$ cat src/rtl/core/integer_alu_with_extended_gcd_top_assert.svh
// assertion macros for the integer alu with extended gcd
`ifndef INTEGER_ALU_WITH_EXTENDED_GCD_TOP_ASSERT_SVH
`define INTEGER_ALU_WITH_EXTENDED_GCD_TOP_ASSERT_SVH

// same-cycle implication
`define IGA_ASSERT_NOW(lbl, ante, cons) \
   lbl: assert property (@(posedge clock) disable iff (reset) (ante) |-> (cons)) \
      else $error("iga assertion failed");

// next-cycle implication
`define IGA_ASSERT_NEXT(lbl, ante, cons) \
   lbl: assert property (@(posedge clock) disable iff (reset) (ante) |=> (cons)) \
      else $error("iga assertion failed");

`endif

$ cat src/rtl/core/iga_pkg.sv
// ----------------------------------------------------------------------------
// iga_pkg
// types and codes shared by the integer alu with extended gcd
// ----------------------------------------------------------------------------
package iga_pkg;

   localparam logic [3:0] OP_ADD    = 4'd0;
   localparam logic [3:0] OP_SUB    = 4'd1;
   localparam logic [3:0] OP_MUL    = 4'd2;
   localparam logic [3:0] OP_DIV    = 4'd3;
   localparam logic [3:0] OP_MOD    = 4'd4;
   localparam logic [3:0] OP_DIVMOD = 4'd5;
   localparam logic [3:0] OP_EUCLID = 4'd6;
   localparam logic [3:0] OP_AND    = 4'd7;
   localparam logic [3:0] OP_XOR    = 4'd8;
   localparam logic [3:0] OP_OR     = 4'd9;

   typedef enum logic [3:0] {
      S_IDLE,
      S_SIMPLE,
      S_ABSA,
      S_ABSB,
      S_DIV,
      S_FIXQ,
      S_FIXR,
      S_MUL,
      S_MULP,
      S_MULQ,
      S_EMIT
   } iga_state_type;

endpackage

$ cat src/rtl/core/iga_if.sv
// ----------------------------------------------------------------------------
// iga request and response channels
// valid/ready channels carrying the alu request and result words
// ----------------------------------------------------------------------------
interface iga_req_if;
   logic               valid;
   logic               ready;
   logic signed [31:0] operand_a;
   logic signed [31:0] operand_b;
   logic        [3:0]  operation;

   modport source (output valid, output operand_a, output operand_b, output operation,
                   input ready);
   modport sink   (input valid, input operand_a, input operand_b, input operation,
                   output ready);
endinterface

interface iga_rsp_if;
   logic               valid;
   logic               ready;
   logic signed [63:0] value;
   logic               status;
   logic               last;

   modport source (output valid, output value, output status, output last, input ready);
   modport sink   (input valid, input value, input status, input last, output ready);
endinterface

$ cat src/rtl/core/iga_addsub.sv
// ----------------------------------------------------------------------------
// iga_addsub
// shared add/subtract unit used by the arithmetic steps of the sequencer
// ----------------------------------------------------------------------------
module iga_addsub
   import iga_pkg::*;
#(
   parameter int DATA_WIDTH = 64
) (
   input  logic [DATA_WIDTH-1:0] x,
   input  logic [DATA_WIDTH-1:0] y,
   input  logic                  sub,
   output logic [DATA_WIDTH-1:0] sum
);

   assign sum = x + (sub ? ~y : y) + DATA_WIDTH'(sub);

endmodule

$ cat src/rtl/core/integer_alu_with_extended_gcd_top.sv
// ----------------------------------------------------------------------------
// integer_alu_with_extended_gcd_top
// integer alu (add, sub, mul, div, mod, divmod, and, xor, or) with an
// extended euclid run, built around one shared adder under a sequencer
// ----------------------------------------------------------------------------
//  channel  | dir | payload                          | handshake
//  req_if   | in  | operand_a, operand_b, operation  | valid/ready
//  rsp_if   | out | value, status, last               | valid/ready
//
//  add/sub/logic: simple state, then emit; mul: |b|, then a shift-add loop;
//  div/mod/divmod: |a|, |b|, a radix-2 restoring divide loop, quotient and
//  remainder sign fixes; euclid: each division step runs the divide and two
//  shift-add multiplies, steps depend on the data, then result words in order
//  reset is synchronous; the response register holds a word until taken, and
//  the sequencer stays in emit while a word is held and rsp_if.ready is low
// ----------------------------------------------------------------------------
module integer_alu_with_extended_gcd_top
   import iga_pkg::*;
#(
   parameter int OPERAND_WIDTH = 32
) (
   input  logic       clock,
   input  logic       reset,
   iga_req_if.sink    req_if,
   iga_rsp_if.source  rsp_if
);
   `include "integer_alu_with_extended_gcd_top_assert.svh"

   localparam int W  = OPERAND_WIDTH;
   localparam int DW = 2 * OPERAND_WIDTH;
   localparam int CW = $clog2(OPERAND_WIDTH);

   iga_state_type state_ff, state_in;

   logic        [3:0]    op_ff;
   logic                 err_ff;
   logic signed [W-1:0]  x_ff, y_ff;
   logic signed [DW-1:0] p1_ff, p2_ff, q1_ff, q2_ff;
   logic        [W-1:0]  amag_ff, dmag_ff, rem_ff;
   logic signed [W:0]    quo_ff;
   logic signed [W-1:0]  rmd_ff;
   logic signed [DW-1:0] acc_ff, mcand_ff;
   logic                 msub_ff;
   logic        [CW-1:0] cnt_ff;
   logic        [2:0]    idx_ff;

   logic                 rsp_valid_ff;
   logic signed [63:0]   rsp_value_ff;
   logic                 rsp_status_ff, rsp_last_ff;

   logic            [DW-1:0] add_x, add_y, add_sum;
   logic                     add_sub;
   logic                     accept, load, cnt_last, is_div, req_bzero;
   logic            [W-1:0]  req_a, req_b;
   logic signed     [DW-1:0] acc_next;
   logic            [2:0]    last_idx;
   logic signed     [63:0]   word_value;

   iga_addsub #(.DATA_WIDTH(DW)) u_addsub (
      .x   (add_x),
      .y   (add_y),
      .sub (add_sub),
      .sum (add_sum)
   );

   assign req_a     = req_if.operand_a[W-1:0];
   assign req_b     = req_if.operand_b[W-1:0];
   assign accept    = req_if.valid && req_if.ready;
   assign is_div    = (req_if.operation == OP_DIV) || (req_if.operation == OP_MOD) ||
                      (req_if.operation == OP_DIVMOD) || (req_if.operation == OP_EUCLID);
   assign req_bzero = (req_b == '0);
   assign cnt_last  = (cnt_ff == CW'(W - 1));
   assign load      = (state_ff == S_EMIT) && (!rsp_valid_ff || rsp_if.ready);
   assign acc_next  = dmag_ff[0] ? $signed(add_sum) : acc_ff;

   // shared adder operand selection
   always_comb begin
      add_x   = '0;
      add_y   = '0;
      add_sub = 1'b0;
      unique case (state_ff)
         S_SIMPLE: begin
            add_x   = DW'(x_ff);
            add_y   = DW'(y_ff);
            add_sub = (op_ff == OP_SUB);
         end
         S_ABSA: begin
            add_y   = DW'(x_ff);
            add_sub = x_ff[W-1];
         end
         S_ABSB: begin
            add_y   = DW'(y_ff);
            add_sub = y_ff[W-1];
         end
         S_DIV: begin
            add_x   = DW'({rem_ff, amag_ff[W-1]});
            add_y   = DW'(dmag_ff);
            add_sub = 1'b1;
         end
         S_FIXQ: begin
            add_y   = DW'(amag_ff);
            add_sub = x_ff[W-1] ^ y_ff[W-1];
         end
         S_FIXR: begin
            add_y   = DW'(rem_ff);
            add_sub = x_ff[W-1];
         end
         S_MUL, S_MULP, S_MULQ: begin
            add_x   = acc_ff;
            add_y   = mcand_ff;
            add_sub = msub_ff;
         end
         default: begin
            add_x   = '0;
         end
      endcase
   end

   // next state
   always_comb begin
      state_in = state_ff;
      unique case (state_ff)
         S_IDLE: begin
            if (accept) begin
               if (req_if.operation > OP_OR)     state_in = S_IDLE;
               else if (is_div && req_bzero)     state_in = S_EMIT;
               else if (req_if.operation == OP_MUL) state_in = S_ABSB;
               else if (is_div)                  state_in = S_ABSA;
               else                              state_in = S_SIMPLE;
            end
         end
         S_SIMPLE: state_in = S_EMIT;
         S_ABSA:   state_in = S_ABSB;
         S_ABSB:   state_in = (op_ff == OP_MUL) ? S_MUL : S_DIV;
         S_DIV:    if (cnt_last) state_in = S_FIXQ;
         S_FIXQ:   state_in = S_FIXR;
         S_FIXR:   state_in = (op_ff == OP_EUCLID) ? S_MULP : S_EMIT;
         S_MUL:    if (cnt_last) state_in = S_EMIT;
         S_MULP:   if (cnt_last) state_in = S_MULQ;
         S_MULQ:   if (cnt_last) state_in = (rmd_ff == '0) ? S_EMIT : S_ABSA;
         S_EMIT:   if (load && idx_ff == last_idx) state_in = S_IDLE;
         default:  state_in = S_IDLE;
      endcase
   end

   // outputs
   assign req_if.ready  = (state_ff == S_IDLE);
   assign rsp_if.valid  = rsp_valid_ff;
   assign rsp_if.value  = rsp_value_ff;
   assign rsp_if.status = rsp_status_ff;
   assign rsp_if.last   = rsp_last_ff;

   always_comb begin
      last_idx = 3'd0;
      if (!err_ff && op_ff == OP_DIVMOD) last_idx = 3'd1;
      if (!err_ff && op_ff == OP_EUCLID) last_idx = 3'd5;
   end

   always_comb begin
      word_value = 64'(acc_ff);
      if (err_ff) begin
         word_value = '0;
      end else begin
         priority case (op_ff)
            OP_DIV:    word_value = 64'(quo_ff);
            OP_MOD:    word_value = 64'(rmd_ff);
            OP_DIVMOD: word_value = (idx_ff == 3'd0) ? 64'(quo_ff) : 64'(rmd_ff);
            OP_EUCLID: begin
               priority case (idx_ff)
                  3'd0:    word_value = 64'(x_ff);
                  3'd1:    word_value = 64'(y_ff);
                  3'd2:    word_value = 64'(p1_ff);
                  3'd3:    word_value = 64'(p2_ff);
                  3'd4:    word_value = 64'(q1_ff);
                  default: word_value = 64'(q2_ff);
               endcase
            end
            default:   word_value = 64'(acc_ff);
         endcase
      end
   end

   // control registers
   always_ff @(posedge clock) begin
      if (reset) begin
         state_ff     <= S_IDLE;
         rsp_valid_ff <= 1'b0;
      end else begin
         state_ff <= state_in;
         if (load)              rsp_valid_ff <= 1'b1;
         else if (rsp_if.ready) rsp_valid_ff <= 1'b0;
      end
   end

   // datapath registers
   always_ff @(posedge clock) begin
      if (load) begin
         rsp_value_ff  <= word_value;
         rsp_status_ff <= err_ff;
         rsp_last_ff   <= (idx_ff == last_idx);
      end
      unique case (state_ff)
         S_IDLE: begin
            if (accept) begin
               x_ff   <= req_a;
               y_ff   <= req_b;
               op_ff  <= req_if.operation;
               err_ff <= is_div && req_bzero;
               p1_ff  <= DW'(1);
               p2_ff  <= '0;
               q1_ff  <= '0;
               q2_ff  <= DW'(1);
               idx_ff <= '0;
            end
         end
         S_SIMPLE: begin
            priority case (op_ff)
               OP_AND:  acc_ff <= DW'(x_ff & y_ff);
               OP_XOR:  acc_ff <= DW'(x_ff ^ y_ff);
               OP_OR:   acc_ff <= DW'(x_ff | y_ff);
               default: acc_ff <= add_sum;
            endcase
         end
         S_ABSA: amag_ff <= add_sum[W-1:0];
         S_ABSB: begin
            dmag_ff  <= add_sum[W-1:0];
            rem_ff   <= '0;
            cnt_ff   <= '0;
            acc_ff   <= '0;
            mcand_ff <= DW'(x_ff);
            msub_ff  <= y_ff[W-1];
         end
         S_DIV: begin
            // restoring step: keep the trial difference when it is not negative
            if (!add_sum[DW-1]) begin
               rem_ff  <= add_sum[W-1:0];
               amag_ff <= {amag_ff[W-2:0], 1'b1};
            end else begin
               rem_ff  <= {rem_ff[W-2:0], amag_ff[W-1]};
               amag_ff <= {amag_ff[W-2:0], 1'b0};
            end
            cnt_ff <= cnt_ff + 1'b1;
         end
         S_FIXQ: quo_ff <= add_sum[W:0];
         S_FIXR: begin
            rmd_ff   <= add_sum[W-1:0];
            acc_ff   <= p1_ff;
            mcand_ff <= p2_ff;
            dmag_ff  <= amag_ff;
            msub_ff  <= !(x_ff[W-1] ^ y_ff[W-1]);
            cnt_ff   <= '0;
         end
         S_MUL, S_MULP, S_MULQ: begin
            if (cnt_last && state_ff == S_MULP) begin
               p1_ff    <= p2_ff;
               p2_ff    <= acc_next;
               acc_ff   <= q1_ff;
               mcand_ff <= q2_ff;
               dmag_ff  <= amag_ff;
               cnt_ff   <= '0;
            end else begin
               acc_ff   <= acc_next;
               mcand_ff <= mcand_ff <<< 1;
               dmag_ff  <= dmag_ff >> 1;
               cnt_ff   <= cnt_ff + 1'b1;
            end
            if (cnt_last && state_ff == S_MULQ) begin
               q1_ff <= q2_ff;
               q2_ff <= acc_next;
               x_ff  <= y_ff;
               y_ff  <= rmd_ff;
            end
         end
         S_EMIT: begin
            if (load) idx_ff <= idx_ff + 1'b1;
         end
         default: begin
            idx_ff <= idx_ff;
         end
      endcase
   end

   `IGA_ASSERT_NEXT(a_bad_op_idle,
      accept && (req_if.operation > OP_OR), state_ff == S_IDLE)
   `IGA_ASSERT_NOW(a_err_word,
      rsp_if.valid && rsp_if.status, rsp_if.last && (rsp_if.value == '0))
   `IGA_ASSERT_NOW(a_div_nonzero,
      state_ff == S_DIV, dmag_ff != '0)

endmodule
$ cat src/flat_wrapper.sv
// flat-port wrapper written by rule: the top's interface ports become plain ports
module integer_alu_with_extended_gcd_top_flat import iga_pkg::*;
#(
   parameter int OPERAND_WIDTH = 32
)
  (clock, reset, req_if_valid, req_if_operand_a, req_if_operand_b, req_if_operation, req_if_ready, rsp_if_valid, rsp_if_value, rsp_if_status, rsp_if_last, rsp_if_ready);
  iga_req_if req_if_i ();
  iga_rsp_if rsp_if_i ();
  input  logic clock;
  input  logic reset;
  input wire logic [$bits(req_if_i.valid)-1:0] req_if_valid;
  input wire logic [$bits(req_if_i.operand_a)-1:0] req_if_operand_a;
  input wire logic [$bits(req_if_i.operand_b)-1:0] req_if_operand_b;
  input wire logic [$bits(req_if_i.operation)-1:0] req_if_operation;
  output wire logic [$bits(req_if_i.ready)-1:0] req_if_ready;
  output wire logic [$bits(rsp_if_i.valid)-1:0] rsp_if_valid;
  output wire logic [$bits(rsp_if_i.value)-1:0] rsp_if_value;
  output wire logic [$bits(rsp_if_i.status)-1:0] rsp_if_status;
  output wire logic [$bits(rsp_if_i.last)-1:0] rsp_if_last;
  input wire logic [$bits(rsp_if_i.ready)-1:0] rsp_if_ready;
  assign req_if_i.valid = req_if_valid;
  assign req_if_i.operand_a = req_if_operand_a;
  assign req_if_i.operand_b = req_if_operand_b;
  assign req_if_i.operation = req_if_operation;
  assign req_if_ready = req_if_i.ready;
  assign rsp_if_valid = rsp_if_i.valid;
  assign rsp_if_value = rsp_if_i.value;
  assign rsp_if_status = rsp_if_i.status;
  assign rsp_if_last = rsp_if_i.last;
  assign rsp_if_i.ready = rsp_if_ready;
  integer_alu_with_extended_gcd_top #(.OPERAND_WIDTH(OPERAND_WIDTH)) u_core (.clock(clock), .reset(reset), .req_if(req_if_i), .rsp_if(rsp_if_i));
endmodule
$ cat config.mk
export PLATFORM = sky130hd
export DESIGN_NAME = integer_alu_with_extended_gcd_top_flat
export DESIGN_NICKNAME = d
export VERILOG_FILES = /design/src/rtl/core/iga_pkg.sv /design/src/rtl/core/iga_if.sv /design/src/rtl/core/iga_addsub.sv /design/src/rtl/core/integer_alu_with_extended_gcd_top.sv /design/src/flat_wrapper.sv
export VERILOG_INCLUDE_DIRS = /design/src /design/src/rtl/core
export SDC_FILE = /design/constraint.sdc
export NUM_CORES = 2
export LEC_CHECK = 0
export BUFFER_PORTS_ARGS = -buffer_cell sky130_fd_sc_hd__buf_2
export CORE_MARGIN = 8
export CORE_UTILIZATION = 33
export DETAILED_ROUTE_END_ITERATION = 6
export PLACE_DENSITY_LB_ADDON = 0.12
export SLEW_MARGIN = 20
export SYNTH_ARGS = -nofsm -noshare
export SYNTH_HDL_FRONTEND = slang
export SYNTH_SLANG_ARGS = --single-unit
$ cat constraint.sdc
create_clock -name clock -period 17.4 [get_ports clock]
set_clock_uncertainty 0.05 [all_clocks]
set_input_delay 0 -clock clock [delete_from_list [all_inputs] [get_ports clock]]
set_output_delay 0 -clock clock [all_outputs]
set_load 0.02 [all_outputs]
==> run summary <==
Static timing analysis puts the maximum clock frequency at 128 MHz. The most used flip-flop cell after synthesis is sky130_fd_sc_hd__edfxtp_1. The horizontal die dimension is 364 um. The cell sitting at the root of the clock tree is a sky130_fd_sc_hd__clkbuf_16. The final net count came out at 4,120.

Using the TritonRoute via totals, the vias-per-cell ratio works out to 6.04. The area of the die came out at 133,000 um2. The gate count after technology mapping is 3,849. The total count of max-transition violations in the final report came out at 0. The via count of the first global-routing pass came out at around 33,000.

The fraction of the yosys area taken by sequential cells is 0.520. The buffer depth of the longest clock path came out at 3. The share of synthesized area in the top cell type comes to 0.518.

The startpoint of the tightest hold check path is req_if_operand_a[26]. The global-route usage over all layers is 0.233. The number of synthesized flops with an enable pin came out at roughly 700. Ranked by instance count, the synthesized netlist is headed by sky130_fd_sc_hd__edfxtp_1 (689), sky130_fd_sc_hd__nand2_1 (481), sky130_fd_sc_hd__a21oi_1 (297), sky130_fd_sc_hd__clkbuf_1 (266), sky130_fd_sc_hd__nor2_1 (243).

Global routing finished with a remaining overflow of 0. The count of nets left with antenna violations once routing finished came out at 0. The number of placement rows is 127.

The largest fanout on the critical path came out at 208. The post-route DRC violation count is 110. Ranked by total cell area, the synthesized netlist is headed by sky130_fd_sc_hd__edfxtp_1 (52%), sky130_fd_sc_hd__a222oi_1 (5.4%), sky130_fd_sc_hd__nand2_1 (4.5%), sky130_fd_sc_hd__ha_1 (4.2%), sky130_fd_sc_hd__a21oi_1 (3.7%). In this run, synthesis produced a sequential element count of 694. The core area is 120,000 um2. The arrival time at the worst endpoint came out at 8150 ps. Of all flip-flops after synthesis, the portion carrying an async set or reset was 0. The total nets after synthesis came out at about 4,000. The I/O pin count is 140. For this configuration, the core starts out at a cell density of 0.333.

The number of warnings issued by yosys is 0. The total iterations of the first detailed-routing run is 7. STA classifies the critical path startpoint as a flip-flop. The final number of setup-violating endpoints is 0. The initial antenna violation count is 5. The average wire per cell in the routed design came out at 28.6 um. At the worst endpoint, the required time is 17,750 ps. The reg2reg setup slack is 9590 ps. The path class of the tightest hold or removal check is in -> reg.

The biggest area contributor in the post-synthesis netlist is sky130_fd_sc_hd__edfxtp_1. The port buffer count is 139. The largest net degree at the start of global routing is 209. The area growth from synthesis to layout is 14.5%. For the pin with the worst max-slew slack, the measured transition is 1140 ps. The TritonCTS buffer count is 86. The worst pin sits at a relative slew slack of 0.239. The vias after detailed routing came out at 33,800.

The final-report hold violation count came out at 0. Clock latency on the worst-skew pair, taken at its later pin, is around 670 ps. The routed wire length is 160,000 um.

The mean instance size in the synthesized netlist came out at 10.4 um2. The flow ran to the end, but the final reports show violations. In this run the worst setup path begins at u_core.state_ff[3]. The most frequent cell after synthesis is sky130_fd_sc_hd__edfxtp_1.

Max-cap violations in this run came to 0. The fraction of final layout cells sized beyond drive strength 1 is 0.104. The checks that failed: design-rule violations. The starting DRC count in detailed routing is 4,955. The worst hold path passes through 4 cells. The worst register-to-register path has a depth of 17. The worst setup path is captured at a flip-flop.

The critical path ends at u_core.acc_ff[56]. Setup repair after global routing left no endpoint under its margin. 0 antenna diodes ended up in the layout. The final critical path time including I/O delays and setup is 7810 ps. The H-tree level count is 3. The weighted congestion reported at the end of routability-driven placement is between 0.8 and 0.9. After clock tree synthesis, the clock-pin slew on the worst setup and hold paths is approximately 60 ps. The HPWL after detailed placement is 96,300 um.

The overall die height came out at between 300 and 400 um. The first-pass GRT wire length came out at 234,000 um. The share of the cycle needed by the critical path after routing came out at 0.449. The count of cell types in the netlist came out at 79. The critical register-to-register path startpoint is u_core.state_ff[3]. The worst setup path is of the reg -> reg kind.

In this run the critical register-to-register path is captured at u_core.acc_ff[56]. The TritonCTS clock tree is done. Setup total negative slack on the finished layout was measured at 0 ps. The clock drives 694 sinks. The post-synthesis instance area came out at around 40,000 um2.
through the flow:
| stage | setup slack, ps | area [um2] | hold WS (ps) | utilization | cells |
|---|---|---|---|---|---|
| after global routing | 9170 | 45800 | 109 | 0.381 | 5589 |
| after CTS | 9680 | 45800 | 46.1 | 0.381 | 5589 |
| after detailed placement | 9730 | 42500 | 200 | 0.353 | 5366 |
| after global placement | 9740 | 42500 | 194 | 0.353 | 5366 |
| after floorplan | 2400 | 40000 | 19.1 | - | 3849 |
| final | 9590 | 45800 | 95.8 | 0.381 | 5589 |
area by class of cell:
| type | count | area [um2] |
|---|---|---|
| Fill cell | 12000 | 74400 |
| Sequential cell | 694 | 20800 |
| Multi-Input combinational cell | 2642 | 17500 |
| Clock buffer | 100 | 2230 |
| Timing Repair Buffer | 299 | 2110 |
| Tap cell | 1612 | 2020 |
| Inverter | 191 | 727 |
| Clock inverter | 51 | 352 |
state kept, by name, summed over array words and instances, names as in the netlist, 3 cells and up:
name / cells
u_core.acc_ff: 64
u_core.amag_ff: 32
u_core.cnt_ff: 5
u_core.dmag_ff: 32
u_core.idx_ff: 3
u_core.mcand_ff: 64
u_core.op_ff: 4
u_core.p1_ff: 64
u_core.p2_ff: 64
u_core.q1_ff: 64
u_core.q2_ff: 64
u_core.quo_ff: 33
u_core.rem_ff: 32
u_core.rmd_ff: 32
u_core.rsp_if.value: 64
u_core.state_ff: 4
u_core.x_ff: 32
u_core.y_ff: 32
worst min path at each step:
stage | end | slack (ps)
global route | u_core.y_ff[21] | 110
finish | u_core.x_ff[26] | 100
CTS | u_core.x_ff[26] | 50
detailed placement | u_core.op_ff[0] | 200
global placement | u_core.op_ff[0] | 190
floorplan | u_core.rsp_if.valid | 20
worst max-delay path, stage by stage, from the launching register on:
cell and delay (ps):
sky130_fd_sc_hd__dfxtp_1 940, sky130_fd_sc_hd__nand2b_1 230, sky130_fd_sc_hd__o22ai_4 260, sky130_fd_sc_hd__buf_12 610, sky130_fd_sc_hd__buf_4 800, sky130_fd_sc_hd__a222oi_1 270
sky130_fd_sc_hd__nand2_1 140, sky130_fd_sc_hd__xor2_1 70, sky130_fd_sc_hd__ha_1 460, sky130_fd_sc_hd__nand2_1 150, sky130_fd_sc_hd__or4_1 540, sky130_fd_sc_hd__o21ai_0 740
sky130_fd_sc_hd__a21oi_1 430, sky130_fd_sc_hd__o21ai_0 760, sky130_fd_sc_hd__mux2i_1 300, sky130_fd_sc_hd__nand2_1 100, sky130_fd_sc_hd__a221oi_1 270, sky130_fd_sc_hd__nor2_1 80
cells in the final DEF (no fill, tap or decap), types with 8 or more instances in the layout:
master                            n
sky130_fd_sc_hd__clkinv_2        10
sky130_fd_sc_hd__a221o_1         31
sky130_fd_sc_hd__mux2i_1         79
sky130_fd_sc_hd__o211ai_1        34
sky130_fd_sc_hd__a211oi_1        73
sky130_fd_sc_hd__clkbuf_1        13
sky130_fd_sc_hd__xor2_1          51
sky130_fd_sc_hd__inv_1          188
sky130_fd_sc_hd__xnor2_1         79
sky130_fd_sc_hd__clkbuf_16       87
sky130_fd_sc_hd__clkinv_1        27
sky130_fd_sc_hd__edfxtp_1       689
sky130_fd_sc_hd__nor4_1          17
sky130_fd_sc_hd__buf_4           85
sky130_fd_sc_hd__o21ai_0        188
sky130_fd_sc_hd__o221ai_1        43
sky130_fd_sc_hd__nand2b_1        15
sky130_fd_sc_hd__and3_1           9
sky130_fd_sc_hd__o21a_1          16
sky130_fd_sc_hd__nand2_1        480
sky130_fd_sc_hd__a21o_1          73
sky130_fd_sc_hd__a221oi_1        58
sky130_fd_sc_hd__ha_1           130
sky130_fd_sc_hd__nor2_1         231
sky130_fd_sc_hd__nor2_4          12
sky130_fd_sc_hd__dlygate4sd3_1   72
sky130_fd_sc_hd__nand3_1         95
sky130_fd_sc_hd__a222oi_1       215
sky130_fd_sc_hd__a21oi_1        295
sky130_fd_sc_hd__o21bai_1        12
sky130_fd_sc_hd__and2_1         143
sky130_fd_sc_hd__a22o_1           8
sky130_fd_sc_hd__a22oi_1         55
sky130_fd_sc_hd__nor3_1          21
sky130_fd_sc_hd__nand4_1         20
sky130_fd_sc_hd__buf_2          139
sky130_fd_sc_hd__mux2_2          10
sky130_fd_sc_hd__nor2b_1         17
sky130_fd_sc_hd__a31oi_1         23
timing repair:
action / 4_1_cts / 5_1_grt
resized for setup: 0 / 0
endpoints found under the hold margin: 82 / 0
hold buffers: 72 / 0
setup buffers: 0 / 0
setup endpoints to repair: 0 / 0
kinds of logic (layout without fill, tap and decap cells):
logic type,count (synthesis),after routing,share of synthesized area
compound gates,1181,1181,0.211
xor+xnor,130,130,0.0285
fa+ha+maj,134,134,0.0421
buf+inv,513,641,0.0493
flops,694,694,0.520
mux,90,90,0.0232
simple gates,1107,1107,0.125
layer usage:
layer  global-route usage  wire [um]  vias to the layer above
met5                    0         27                        -
met1                0.347      72900                    16900
li1                     -          -                    14800
met3               0.0480      16100                      227
met2                0.342      67000                     1835
met4               0.0647       3740                        4
Power is not shown: default switching activity piles up to over one toggle a cycle in this logic, so the estimate is an artifact.
